### config.mk
export PLATFORM = sky130hd
export DESIGN_NAME = z80_alu_with_flags_core_flat
export DESIGN_NICKNAME = d
export VERILOG_FILES = /design/src/design/z80alu_pkg.sv /design/src/design/z80alu_if.sv /design/src/design/z80alu_calc.sv /design/src/design/z80_alu_with_flags_core.sv /design/src/flat_wrapper.sv
export SDC_FILE = /design/constraint.sdc
export NUM_CORES = 1
export LEC_CHECK = 0
export BUFFER_PORTS_ARGS = -buffer_cell sky130_fd_sc_hd__buf_2
export CAP_MARGIN = 20
export CORE_AREA = 5 5 101 103
export CTS_BUF_LIST = sky130_fd_sc_hd__clkbuf_8
export DETAILED_ROUTE_END_ITERATION = 8
export DIE_AREA = 0 0 106 108
export PLACE_DENSITY = 0.94
export SLEW_MARGIN = 20
export SYNTH_ARGS = -nofsm -noshare
export SYNTH_HDL_FRONTEND = slang
export SYNTH_SLANG_ARGS = --single-unit
### constraint.sdc
create_clock -name clk -period 6.15 [get_ports clk]
set_input_delay 0.3075 -clock clk [delete_from_list [all_inputs] [get_ports clk]]
set_output_delay 0.3075 -clock clk [all_outputs]
set_load 0.03 [all_outputs]
### src/design/z80alu_pkg.sv
// ============================================================================
// z80alu_pkg
// Shared types, operation codes and flag helpers for the Z80 8-bit ALU.
// ============================================================================
package z80alu_pkg;

    // Operation codes carried in req_type
    localparam logic [4:0] OP_ADD = 5'd0;
    localparam logic [4:0] OP_ADC = 5'd1;
    localparam logic [4:0] OP_SUB = 5'd2;
    localparam logic [4:0] OP_SBC = 5'd3;
    localparam logic [4:0] OP_AND = 5'd4;
    localparam logic [4:0] OP_XOR = 5'd5;
    localparam logic [4:0] OP_OR  = 5'd6;
    localparam logic [4:0] OP_CP  = 5'd7;
    localparam logic [4:0] OP_INC = 5'd8;
    localparam logic [4:0] OP_DEC = 5'd9;
    localparam logic [4:0] OP_NEG = 5'd10;
    localparam logic [4:0] OP_DAA = 5'd11;
    localparam logic [4:0] OP_CPL = 5'd12;
    localparam logic [4:0] OP_SCF = 5'd13;
    localparam logic [4:0] OP_CCF = 5'd14;
    localparam logic [4:0] OP_RLC = 5'd15;
    localparam logic [4:0] OP_RRC = 5'd16;
    localparam logic [4:0] OP_RL  = 5'd17;
    localparam logic [4:0] OP_RR  = 5'd18;
    localparam logic [4:0] OP_SLA = 5'd19;
    localparam logic [4:0] OP_SRA = 5'd20;
    localparam logic [4:0] OP_SLL = 5'd21;
    localparam logic [4:0] OP_SRL = 5'd22;
    localparam logic [4:0] OP_BIT = 5'd23;
    localparam logic [4:0] OP_SET = 5'd24;
    localparam logic [4:0] OP_RES = 5'd25;

    // Flag bit positions: S Z F5 H F3 PV N C
    localparam int FLAG_S  = 7;
    localparam int FLAG_Z  = 6;
    localparam int FLAG_5  = 5;
    localparam int FLAG_H  = 4;
    localparam int FLAG_3  = 3;
    localparam int FLAG_PV = 2;
    localparam int FLAG_N  = 1;
    localparam int FLAG_C  = 0;

    // Decimal adjust thresholds
    localparam logic [7:0] DAA_HIGH_LIMIT = 8'h99;
    localparam logic [3:0] DAA_LOW_LIMIT  = 4'h9;
    localparam logic [7:0] SIGN_MASK      = 8'h80;

    typedef struct packed {
        logic [4:0] req_type;
        logic [7:0] operand_a;
        logic [7:0] operand_b;
        logic [7:0] flags_in;
        logic [2:0] bit_index;
    } alu_req_t;

    typedef struct packed {
        logic [7:0] result;
        logic [7:0] flags_out;
        logic       write_back;
    } alu_rsp_t;

    // S, Z, F5, F3 taken from a result byte; other bits zero
    function automatic logic [7:0] sz53(input logic [7:0] r);
        logic [7:0] f;
        f          = 8'h00;
        f[FLAG_S]  = r[7];
        f[FLAG_Z]  = (r == 8'h00);
        f[FLAG_5]  = r[5];
        f[FLAG_3]  = r[3];
        return f;
    endfunction

    // Even parity: 1 when the byte has an even count of ones
    function automatic logic even_parity(input logic [7:0] r);
        return ~(^r);
    endfunction

endpackage

### src/design/z80alu_if.sv
// ============================================================================
// z80alu_if
// Valid/ready channels for ALU requests and ALU results.
// ============================================================================
interface z80alu_req_if;
    logic       valid;
    logic       ready;
    logic [4:0] req_type;
    logic [7:0] operand_a;
    logic [7:0] operand_b;
    logic [7:0] flags_in;
    logic [2:0] bit_index;

    modport source (output valid, output req_type, output operand_a,
                    output operand_b, output flags_in, output bit_index,
                    input ready);
    modport sink   (input valid, input req_type, input operand_a,
                    input operand_b, input flags_in, input bit_index,
                    output ready);
endinterface

interface z80alu_rsp_if;
    logic       valid;
    logic       ready;
    logic [7:0] result;
    logic [7:0] flags_out;
    logic       write_back;

    modport source (output valid, output result, output flags_out,
                    output write_back, input ready);
    modport sink   (input valid, input result, input flags_out,
                    input write_back, output ready);
endinterface

### src/design/z80alu_calc.sv
// ============================================================================
// z80alu_calc
// Combinational datapath: result byte, flag byte and write-back strobe.
// ============================================================================
module z80alu_calc (
    input  z80alu_pkg::alu_req_t req,
    output z80alu_pkg::alu_rsp_t rsp
);
    import z80alu_pkg::*;

    logic [4:0] op;
    logic [7:0] a;
    logic [7:0] b;
    logic [7:0] fi;
    logic       cin;
    logic       ci;
    logic [7:0] mask;

    logic [8:0] add9;
    logic [4:0] addh;
    logic [7:0] sa;
    logic [7:0] sb;
    logic [8:0] sub9;
    logic [4:0] subh;
    logic [7:0] add_f;
    logic [7:0] sub_f;

    logic       daa_lo;
    logic       daa_hi;
    logic [7:0] daa_corr;
    logic [7:0] daa_r;
    logic       daa_h;

    logic [7:0] rot_r;
    logic       rot_c;
    logic [7:0] bit_t;

    assign op   = req.req_type;
    assign a    = req.operand_a;
    assign b    = req.operand_b;
    assign fi   = req.flags_in;
    assign cin  = fi[FLAG_C];
    assign ci   = ((op == OP_ADC) || (op == OP_SBC)) ? cin : 1'b0;
    assign mask = 8'h01 << req.bit_index;

    // Adder path
    assign add9 = {1'b0, a} + {1'b0, b} + {8'h00, ci};
    assign addh = {1'b0, a[3:0]} + {1'b0, b[3:0]} + {4'h0, ci};

    always_comb
    begin
        add_f          = sz53(add9[7:0]);
        add_f[FLAG_H]  = addh[4];
        add_f[FLAG_PV] = (~(a[7] ^ b[7])) & (a[7] ^ add9[7]);
        add_f[FLAG_C]  = add9[8];
    end

    // Subtractor path; NEG is 0 - a
    assign sa   = (op == OP_NEG) ? 8'h00 : a;
    assign sb   = (op == OP_NEG) ? a : b;
    assign sub9 = {1'b0, sa} - {1'b0, sb} - {8'h00, ci};
    assign subh = {1'b0, sa[3:0]} - {1'b0, sb[3:0]} - {4'h0, ci};

    always_comb
    begin
        sub_f          = sz53(sub9[7:0]);
        sub_f[FLAG_N]  = 1'b1;
        sub_f[FLAG_H]  = subh[4];
        sub_f[FLAG_PV] = (sa[7] ^ sb[7]) & (sa[7] ^ sub9[7]);
        sub_f[FLAG_C]  = sub9[8];
    end

    // Decimal adjust
    assign daa_lo   = fi[FLAG_H] || (a[3:0] > DAA_LOW_LIMIT);
    assign daa_hi   = cin || (a > DAA_HIGH_LIMIT);
    assign daa_corr = {1'b0, daa_hi, daa_hi, 1'b0, 1'b0, daa_lo, daa_lo, 1'b0};
    assign daa_r    = fi[FLAG_N] ? (a - daa_corr) : (a + daa_corr);
    assign daa_h    = fi[FLAG_N] ? (fi[FLAG_H] && (a[3:0] < 4'd6))
                                 : (a[3:0] > DAA_LOW_LIMIT);

    // Rotates and shifts
    always_comb
    begin
        rot_c = a[0];
        rot_r = {1'b0, a[7:1]};
        unique case (op)
            OP_RLC:  begin rot_c = a[7]; rot_r = {a[6:0], a[7]};     end
            OP_RRC:  begin rot_c = a[0]; rot_r = {a[0], a[7:1]};     end
            OP_RL:   begin rot_c = a[7]; rot_r = {a[6:0], cin};      end
            OP_RR:   begin rot_c = a[0]; rot_r = {cin, a[7:1]};      end
            OP_SLA:  begin rot_c = a[7]; rot_r = {a[6:0], 1'b0};     end
            OP_SRA:  begin rot_c = a[0]; rot_r = {a[7], a[7:1]};     end
            OP_SLL:  begin rot_c = a[7]; rot_r = {a[6:0], 1'b1};     end
            default: begin rot_c = a[0]; rot_r = {1'b0, a[7:1]};     end
        endcase
    end

    assign bit_t = a & mask;

    // Result select
    always_comb
    begin
        rsp.result     = a;
        rsp.flags_out  = fi;
        rsp.write_back = 1'b1;
        unique case (op)
            OP_ADD, OP_ADC:
            begin
                rsp.result    = add9[7:0];
                rsp.flags_out = add_f;
            end
            OP_SUB, OP_SBC, OP_NEG:
            begin
                rsp.result    = sub9[7:0];
                rsp.flags_out = sub_f;
            end
            OP_CP:
            begin
                rsp.result            = sub9[7:0];
                rsp.flags_out         = sub_f;
                rsp.flags_out[FLAG_5] = b[5];
                rsp.flags_out[FLAG_3] = b[3];
                rsp.write_back        = 1'b0;
            end
            OP_AND:
            begin
                rsp.result                = a & b;
                rsp.flags_out             = sz53(a & b);
                rsp.flags_out[FLAG_H]     = 1'b1;
                rsp.flags_out[FLAG_PV]    = even_parity(a & b);
            end
            OP_XOR:
            begin
                rsp.result             = a ^ b;
                rsp.flags_out          = sz53(a ^ b);
                rsp.flags_out[FLAG_PV] = even_parity(a ^ b);
            end
            OP_OR:
            begin
                rsp.result             = a | b;
                rsp.flags_out          = sz53(a | b);
                rsp.flags_out[FLAG_PV] = even_parity(a | b);
            end
            OP_INC:
            begin
                rsp.result             = a + 8'h01;
                rsp.flags_out          = sz53(a + 8'h01);
                rsp.flags_out[FLAG_C]  = cin;
                rsp.flags_out[FLAG_H]  = (a[3:0] == 4'hF);
                rsp.flags_out[FLAG_PV] = (a == (SIGN_MASK - 8'h01));
            end
            OP_DEC:
            begin
                rsp.result             = a - 8'h01;
                rsp.flags_out          = sz53(a - 8'h01);
                rsp.flags_out[FLAG_C]  = cin;
                rsp.flags_out[FLAG_N]  = 1'b1;
                rsp.flags_out[FLAG_H]  = (a[3:0] == 4'h0);
                rsp.flags_out[FLAG_PV] = (a == SIGN_MASK);
            end
            OP_DAA:
            begin
                rsp.result             = daa_r;
                rsp.flags_out          = sz53(daa_r);
                rsp.flags_out[FLAG_PV] = even_parity(daa_r);
                rsp.flags_out[FLAG_H]  = daa_h;
                rsp.flags_out[FLAG_N]  = fi[FLAG_N];
                rsp.flags_out[FLAG_C]  = daa_hi;
            end
            OP_CPL:
            begin
                rsp.result            = ~a;
                rsp.flags_out[FLAG_5] = ~a[5];
                rsp.flags_out[FLAG_3] = ~a[3];
                rsp.flags_out[FLAG_H] = 1'b1;
                rsp.flags_out[FLAG_N] = 1'b1;
            end
            OP_SCF, OP_CCF:
            begin
                rsp.flags_out[FLAG_5] = a[5];
                rsp.flags_out[FLAG_3] = a[3];
                rsp.flags_out[FLAG_N] = 1'b0;
                rsp.flags_out[FLAG_H] = (op == OP_CCF) ? cin : 1'b0;
                rsp.flags_out[FLAG_C] = (op == OP_CCF) ? ~cin : 1'b1;
                rsp.write_back        = 1'b0;
            end
            OP_RLC, OP_RRC, OP_RL, OP_RR, OP_SLA, OP_SRA, OP_SLL, OP_SRL:
            begin
                rsp.result             = rot_r;
                rsp.flags_out          = sz53(rot_r);
                rsp.flags_out[FLAG_PV] = even_parity(rot_r);
                rsp.flags_out[FLAG_C]  = rot_c;
            end
            OP_BIT:
            begin
                rsp.flags_out          = 8'h00;
                rsp.flags_out[FLAG_S]  = bit_t[7];
                rsp.flags_out[FLAG_5]  = bit_t[5];
                rsp.flags_out[FLAG_3]  = bit_t[3];
                rsp.flags_out[FLAG_Z]  = (bit_t == 8'h00);
                rsp.flags_out[FLAG_PV] = (bit_t == 8'h00);
                rsp.flags_out[FLAG_H]  = 1'b1;
                rsp.flags_out[FLAG_C]  = cin;
                rsp.write_back         = 1'b0;
            end
            OP_SET:
            begin
                rsp.result = a | mask;
            end
            OP_RES:
            begin
                rsp.result = a & ~mask;
            end
            default:
            begin
                rsp.write_back = 1'b0;
            end
        endcase
    end

endmodule

### src/design/z80_alu_with_flags_core.sv
// ============================================================================
// z80_alu_with_flags_core
// Z80 8-bit ALU with full flag generation behind valid/ready channels.
// ============================================================================
// Usage:
//   req : one transaction per ALU operation (req_type, operand_a, operand_b,
//         flags_in, bit_index). Accepted when req.valid and req.ready are high.
//   rsp : one transaction per request, in order (result, flags_out,
//         write_back). Taken when rsp.valid and rsp.ready are high.
//   Path: an accepted request is held in the request register, passes through
//   the ALU datapath into the result register and shows on rsp from there.
//   Throughput: one transaction per cycle while rsp.ready is high, set by the
//   single pass through the ALU datapath between request and result registers.
//   Reset: rst_n clears both valid bits asynchronously; the block is empty
//   and ready for a request once reset is released.
//   Stall: while rsp.ready is low a held result stays on rsp unchanged, the
//   request register keeps one more transaction, and req.ready drops only
//   when both registers are full.
// ============================================================================
module z80_alu_with_flags_core (
    input  logic                 clk,
    input  logic                 rst_n,
    z80alu_req_if.sink           req,
    z80alu_rsp_if.source         rsp
);
    import z80alu_pkg::*;

    // Stage 1: captured request
    logic     req_valid_reg;
    logic     req_valid_next;
    alu_req_t req_data_reg;

    // Stage 2: registered result
    logic     rsp_valid_reg;
    logic     rsp_valid_next;
    alu_rsp_t rsp_data_reg;

    alu_req_t req_in;
    alu_rsp_t alu_out;
    logic     req_fire;
    logic     stage_advance;

    // Advance the result stage when it is empty or being drained
    assign stage_advance = !rsp_valid_reg || rsp.ready;
    assign req.ready     = !req_valid_reg || stage_advance;
    assign req_fire      = req.valid && req.ready;

    assign req_in.req_type  = req.req_type;
    assign req_in.operand_a = req.operand_a;
    assign req_in.operand_b = req.operand_b;
    assign req_in.flags_in  = req.flags_in;
    assign req_in.bit_index = req.bit_index;

    z80alu_calc u_calc (
        .req (req_data_reg),
        .rsp (alu_out)
    );

    always_comb
    begin
        req_valid_next = req_valid_reg;
        rsp_valid_next = rsp_valid_reg;
        if (stage_advance)
        begin
            rsp_valid_next = req_valid_reg;
        end
        if (req.ready)
        begin
            req_valid_next = req.valid;
        end
    end

    always_ff @(posedge clk or negedge rst_n)
    begin
        if (!rst_n)
        begin
            req_valid_reg <= 1'b0;
            rsp_valid_reg <= 1'b0;
        end
        else
        begin
            req_valid_reg <= req_valid_next;
            rsp_valid_reg <= rsp_valid_next;
        end
    end

    // Payload registers: load on advance, hold otherwise
    always_ff @(posedge clk)
    begin
        if (req_fire)
        begin
            req_data_reg <= req_in;
        end
        if (stage_advance && req_valid_reg)
        begin
            rsp_data_reg <= alu_out;
        end
    end

    assign rsp.valid      = rsp_valid_reg;
    assign rsp.result     = rsp_data_reg.result;
    assign rsp.flags_out  = rsp_data_reg.flags_out;
    assign rsp.write_back = rsp_data_reg.write_back;

endmodule
### src/flat_wrapper.sv
// flat-port wrapper written by rule: the top's interface ports become plain ports
module z80_alu_with_flags_core_flat import z80alu_pkg::*;
  (clk, rst_n, req_valid, req_req_type, req_operand_a, req_operand_b, req_flags_in, req_bit_index, req_ready, rsp_valid, rsp_result, rsp_flags_out, rsp_write_back, rsp_ready);
  z80alu_req_if req_i ();
  z80alu_rsp_if rsp_i ();
  input  logic clk;
  input  logic rst_n;
  input wire logic [$bits(req_i.valid)-1:0] req_valid;
  input wire logic [$bits(req_i.req_type)-1:0] req_req_type;
  input wire logic [$bits(req_i.operand_a)-1:0] req_operand_a;
  input wire logic [$bits(req_i.operand_b)-1:0] req_operand_b;
  input wire logic [$bits(req_i.flags_in)-1:0] req_flags_in;
  input wire logic [$bits(req_i.bit_index)-1:0] req_bit_index;
  output wire logic [$bits(req_i.ready)-1:0] req_ready;
  output wire logic [$bits(rsp_i.valid)-1:0] rsp_valid;
  output wire logic [$bits(rsp_i.result)-1:0] rsp_result;
  output wire logic [$bits(rsp_i.flags_out)-1:0] rsp_flags_out;
  output wire logic [$bits(rsp_i.write_back)-1:0] rsp_write_back;
  input wire logic [$bits(rsp_i.ready)-1:0] rsp_ready;
  assign req_i.valid = req_valid;
  assign req_i.req_type = req_req_type;
  assign req_i.operand_a = req_operand_a;
  assign req_i.operand_b = req_operand_b;
  assign req_i.flags_in = req_flags_in;
  assign req_i.bit_index = req_bit_index;
  assign req_ready = req_i.ready;
  assign rsp_valid = rsp_i.valid;
  assign rsp_result = rsp_i.result;
  assign rsp_flags_out = rsp_i.flags_out;
  assign rsp_write_back = rsp_i.write_back;
  assign rsp_i.ready = rsp_ready;
  z80_alu_with_flags_core u_core (.clk(clk), .rst_n(rst_n), .req(req_i), .rsp(rsp_i));
endmodule
* Word level (Yosys, flattened, before mapping)
Cells that the tools add are included.
** Storage, ports and cells
- Output and inout bits :: 19
- Logic and storage cells :: 130
- Input port bits :: 36
- Register bits after elaboration :: 51
** Cells by class
- Equal/unequal tests :: 28
- Bitwise logic cells :: 23
- Multiplexer cells :: 16
- Reductions and logical operators :: 37
- Shift operators :: 1
- Order comparisons :: 3
- Add/subtract/negate cells :: 12
** Operators by type and width (number)
- one-hot mux 8 bit (12 select lines) :: 1
- zero test 8 bit :: 10
- one-hot mux 8 bit (7 select lines) :: 1
- equality test 5 bit, second input constant :: 10
- equality test 5 x 4 -> 1 bit, second input constant :: 8
- XOR reduction 8 bit :: 5
- one-hot mux 3 bit (13 select lines) :: 1
- AND 8 bit :: 3
- 2-to-1 mux 8 bit :: 3
- OR reduction 22 bit :: 1
- equality test 5 x 3 -> 1 bit, second input constant :: 4
- one-hot mux 2 bit (10 select lines) :: 1
- OR reduction 17 bit :: 1
- NOT 8 bit :: 2
- bitwise OR 8 bit :: 2
- equality test 5 x 2 -> 1 bit, second input constant :: 2
- one-hot mux 1 bit (10 select lines) :: 1
- adder 8 x 8 -> 9 bit :: 1
- adder 9 x 1 -> 9 bit :: 1
- NOT 1 bit :: 9
- subtractor 8 x 8 -> 9 bit :: 1
- subtractor 9 x 1 -> 9 bit :: 1
- adder 8 x 1 -> 8 bit, second input constant :: 1
- adder 8 x 7 -> 8 bit :: 1
- 30 further kinds :: 49

* Logic depth before layout (Yosys ltp)
- Depth after elaboration :: 7
- Depth in mapped cells :: 23
- Mapped depth without buffers :: 22

* By module
A second synthesis with hierarchy kept.
** Unflattened totals
- Cells, all modules :: 632
- Area total of the unflattened synthesis :: 5398.9 µm²
** By module, submodules not included
- z80alu_calc :: cells each 575, sequential area each 0.0 µm², area an instance 3823.7 µm², times used 1
- z80_alu_with_flags_core :: cells each 57, sequential area each 1521.5 µm², area an instance 1575.3 µm², times used 1

* Worst setup path before layout
No wires, ideal clock.
- Path kind :: register to register
- Start point :: register u_core.req_data_reg[19] in the netlist's numbering
- End point :: register u_core.rsp_data_reg, in the netlist u_core.rsp.flags_out[2], data pin
- Path buffers :: 1
- Arrival :: 4374 ps
- Slack :: 1515 ps
- Library setup time :: 261 ps
- Stages on the path, launching flop included :: 24
- Data required time :: 5889 ps
- Path through :: edfxtp_1 > clkbuf_1 > inv_1 > ha_1 > nor2_1 > o21ai_0 > o211ai_1 > a21oi_1 > ha_1 > inv_1 > o21ai_0 > ha_1 > o21a_1 > o31a_1 > o21ai_0 > nand2b_1 > xnor2_1 > ha_1 > xor2_1 > xnor2_1 > o22ai_1 > a311oi_1 > nand3_1 > o32a_1
** RTL lines
- start: declaration :: line z80_alu_with_flags_core.sv:31 : alu_req_t req_data_reg;
- start signal: assignment :: line z80_alu_with_flags_core.sv:92 : req_data_reg <= req_in;
- end signal: assignment :: line z80_alu_with_flags_core.sv:96 : rsp_data_reg <= alu_out;
- end: declaration :: line z80_alu_with_flags_core.sv:36 : alu_rsp_t rsp_data_reg;

==> summary.txt <==
Timing
  – Worst-Margin Slew: between 0.9 and 1 ns
  – Final setup vio count: 0
  – Minimum clock period: between 5 and 6 ns
  – Setup TNS: 0 ns
  – Period utilization: 0.8382
  – Worst rel slew slack: 0.3517
  – Worst clock skew: ~0.017 ns
  – FMAX: between 150 and 200 MHz
  – Final number of max-transition violations: 0
  – Final Hold Fails: 0
  – Unrepaired setup endpoints after global routing: false

Drt
  – WL final: between 15000 and 20000 um
  – # DRC: 0
  – DR vias: between 5k and 6k
  – WL met3: approximately 2300 um
  – Top Layer Used: met5
  – Vias/cell: 6.931
  – Antenna Nets Post-Route: 0
  – TritonRoute pass-1 iters: 5
  – Routed wl met2: approximately 8700 um
  – Drt wl/cell: 24.00 um
  – Starting DRT DRC Count: 569
  – Met1 wire length: between 7000 and 8000 um

Worst setup path
  – Data arrival, critical path: approximately 5.2 ns
  – Crit Reg-Reg Startpoint: u_core.req_data_reg[20]$_DFFE_PP_
  – Critical R2R Capture: u_core.rsp.flags_out[2]$_DFFE_PP_
  – Crit path required time: ~6.2 ns
  – CP top delay family: compound AO/OA/AOI/OAI gates
  – CP max stage delay: around 0.46 ns
  – Most frequent CP cell: ha_1
  – Worst-path cell chain: inv_1, ha_1, nor2_1, o21ai_0, o211ai_1, a21oi_1, ha_1, inv_1, o21ai_0, ha_1, o21a_1, o31a_1, o21ai_0, nand2b_1, xnor2_1, ha_1, xor2_1, xnor2_1, o22ai_1, a311oi_1, nand3_1, o32a_1
  – Worst Setup End Kind: flop
  – Reg2reg path depth: 22
  – Critical path fanouts, max: 12
  – Worst Path Buf+Inv: 2
  – Critical Path Start Type: flop
  – Crit-path slowest cell: inv_1
  – FF-to-FF setup slack: 1.0 ns
  – Setup CP Type: flop to flop

Clock tree
  – Clk_lat worst skew: ~0.32 ns
  – Num CTS Buffers: 5
  – Root Driver: clkbuf_8
  – CTS Buffer Depth: 2
  – Setup bufs post-CTS: 0
  – Worst-path clk slew: approximately 0.12 ns
  – CTS tree: yes
  – Clock sink count: slightly above 50
  – CTS H-tree depth: 2

Logic synthesis
  – Asr flop ratio synth: 0.03922
  – Post-Synthesis Cells: 648
  – Top_reg_cell synth: edfxtp_1
  – Avg Inst Size Synth: ~8.6 um2
  – EDFF count, synth: 49
  – Post-synthesis cell type count: 72
  – Sequential area share after synthesis: 0.2731
  – Synth warn: 0
  – Synth Register Bits: 51
  – Syn_nets: 753
  – Cell area after synthesis: roughly 5600 um2

Worst hold path
  – Worst Hold End: u_core.req_data_reg[11]$_DFFE_PP_
  – WHS Path Cells: 1
  – Class of the worst hold path: primary input to flop
  – Worst hold start: req_operand_b[0]

Layout
  – Area delta synth->final: 8.648%
  – Layout cells sized above 1: 0.1389
  – Non-filler cells, final: 802
  – # diodes: 0
  – Finished Cell Area: just over 6000 um2
  – Max FFs per register: 32
  – Layout Nets: slightly below 800
  – Commonest non-fill, non-tap cells in the layout: ha_1, inv_1, buf_2
  – Most common cell after layout, fill and taps aside: ha_1

Place
  – Placed cell areas: roughly 5900 um2
  – Placed cells: approximately 790
  – Post-DP HPWL: around 15000 um
  – PortBufs: between 50 and 60
  – Final GP Congestion: between 1 and 1.5

Global route
  – First-pass GRT wire length: about 30000 um
  – Largest net degree at the start of global routing: 41
  – Gr usage total: 0.3391
  – Initial antenna violation count: 1
  – Congestion Overflow GR: 0
  – Number of global-route vias before repair: about 5.3k

Die
  – Cell row count: 35
  – Die area: ~11000 um2
  – CORE AREA: 9109 um2
  – Die height: approximately 110 um
  – # IOs: 55
  – Die Wd: 106 um
  – Initial Util: 0.6115

Run
  – Max-cap violation count: 0

Power
  – P_leak: between 2 and 2.5 nW
  – Pwr dens: between 200 and 250 nW/um2
  – Max IR drop VDD: approximately 0.12 mV

Run status
  – Status: finished clean
[timing repair]
action / CTS / global route
hold endpoints to repair: 2 / 0
endpoints found under the setup margin: 0 / 0
gates resized for setup: 0 / 0
hold buffers: 1 / 0
[worst max path at each step]
stage | startpoint | endpoint | cells after the start
finish | u_core.req_data_reg[20]$_DFFE_PP_ | u_core.rsp.flags_out[2]$_DFFE_PP_ | 22
floorplan | u_core.req_data_reg[19]$_DFFE_PP_ | u_core.rsp.flags_out[2]$_DFFE_PP_ | 23
detailed placement | u_core.req_data_reg[20]$_DFFE_PP_ | u_core.rsp.flags_out[2]$_DFFE_PP_ | 22
global placement | u_core.req_data_reg[20]$_DFFE_PP_ | u_core.rsp.flags_out[2]$_DFFE_PP_ | 22
CTS | u_core.req_data_reg[20]$_DFFE_PP_ | u_core.rsp.flags_out[2]$_DFFE_PP_ | 22
global route | u_core.req_data_reg[20]$_DFFE_PP_ | u_core.rsp.flags_out[2]$_DFFE_PP_ | 22
[cell type report]
cell class	count	area (um2)
multi-input cells	507	3679
fillers	768	3057
flip-flops and latches	51	1521
repair buffers	69	385.4
inverters	56	210.2
well taps	111	138.9
clock buffers	6	82.58
clock inverters	2	35.03
[routing by layer]
layer / GRT usage / vias up
met4: 0.1471 / 2
met5: 0 / -
met2: 0.5492 / 381
met1: 0.4355 / 2634
li1: - / 2466
met3: 0.08000 / 76
[synth_stat cells, types with 12 or more instances]
| cell type | n | share of area |
|---|---|---|
| nand3_1 | 18 | 0.016 |
| buf_2 | 17 | 0.015 |
| a31oi_1 | 12 | 0.013 |
| o22ai_1 | 18 | 0.020 |
| edfxtp_1 | 49 | 0.26 |
| o21ai_0 | 35 | 0.031 |
| inv_1 | 54 | 0.036 |
| ha_1 | 64 | 0.14 |
| xnor2_1 | 35 | 0.055 |
| nor2_1 | 46 | 0.031 |
| a21oi_1 | 42 | 0.038 |
| nand2b_1 | 14 | 0.016 |
| nor3_1 | 15 | 0.013 |
| clkbuf_1 | 12 | 0.0081 |
| nand2_1 | 49 | 0.033 |
[worst register-to-register path: stages (launching register included)]
cell	delay, ns
edfxtp_1	0.40
inv_1	0.46
ha_1	0.37
nor2_1	0.06
o21ai_0	0.29
o211ai_1	0.13
a21oi_1	0.32
ha_1	0.30
inv_1	0.05
o21ai_0	0.08
ha_1	0.34
o21a_1	0.12
o31a_1	0.11
o21ai_0	0.18
nand2b_1	0.09
xnor2_1	0.24
ha_1	0.29
xor2_1	0.16
xnor2_1	0.13
o22ai_1	0.10
a311oi_1	0.27
nand3_1	0.11
o32a_1	0.33
[through the flow]
| stage | utilization | hold WS, ns | total power, mW | setup slack, ns |
|---|---|---|---|---|
| after floorplan | - | 0.01191 | 0.8433 | 1.515 |
| after global placement | 0.6504 | 0.09264 | 0.9909 | 1.291 |
| after detailed placement | 0.6504 | 0.09489 | 1.002 | 1.035 |
| after CTS | 0.6644 | 0.1624 | 1.252 | 1.007 |
| after global routing | 0.6644 | 0.1511 | 1.329 | 0.5422 |
| final | 0.6644 | 0.1483 | 1.271 | 0.9951 |
[kinds of logic (layout without fill, tap and decap cells)]
kind of cell | after synthesis | after routing | share of synthesized area
AO/OA/AOI/OAI | 182 | 182 | 0.2152
XOR/XNOR | 46 | 46 | 0.07233
adder cells (fa/ha/maj) | 69 | 69 | 0.1617
buffers and inverters | 90 | 133 | 0.06648
flip-flops | 51 | 51 | 0.2731
multiplexers | 10 | 10 | 0.02291
AND/OR/NAND/NOR | 200 | 200 | 0.1882
[power breakdown]
part / switching, mW / total [mW] / internal [mW] / leakage, nW
sequential: 0.0210 / 0.441 / 0.420 / 0.493
combinational: 0.359 / 0.572 / 0.213 / 1.94
clock: 0.126 / 0.258 / 0.132 / 0.0612
total: 0.506 / 1.27 / 0.764 / 2.49
Note: power is estimated with default switching activity, not from simulation.
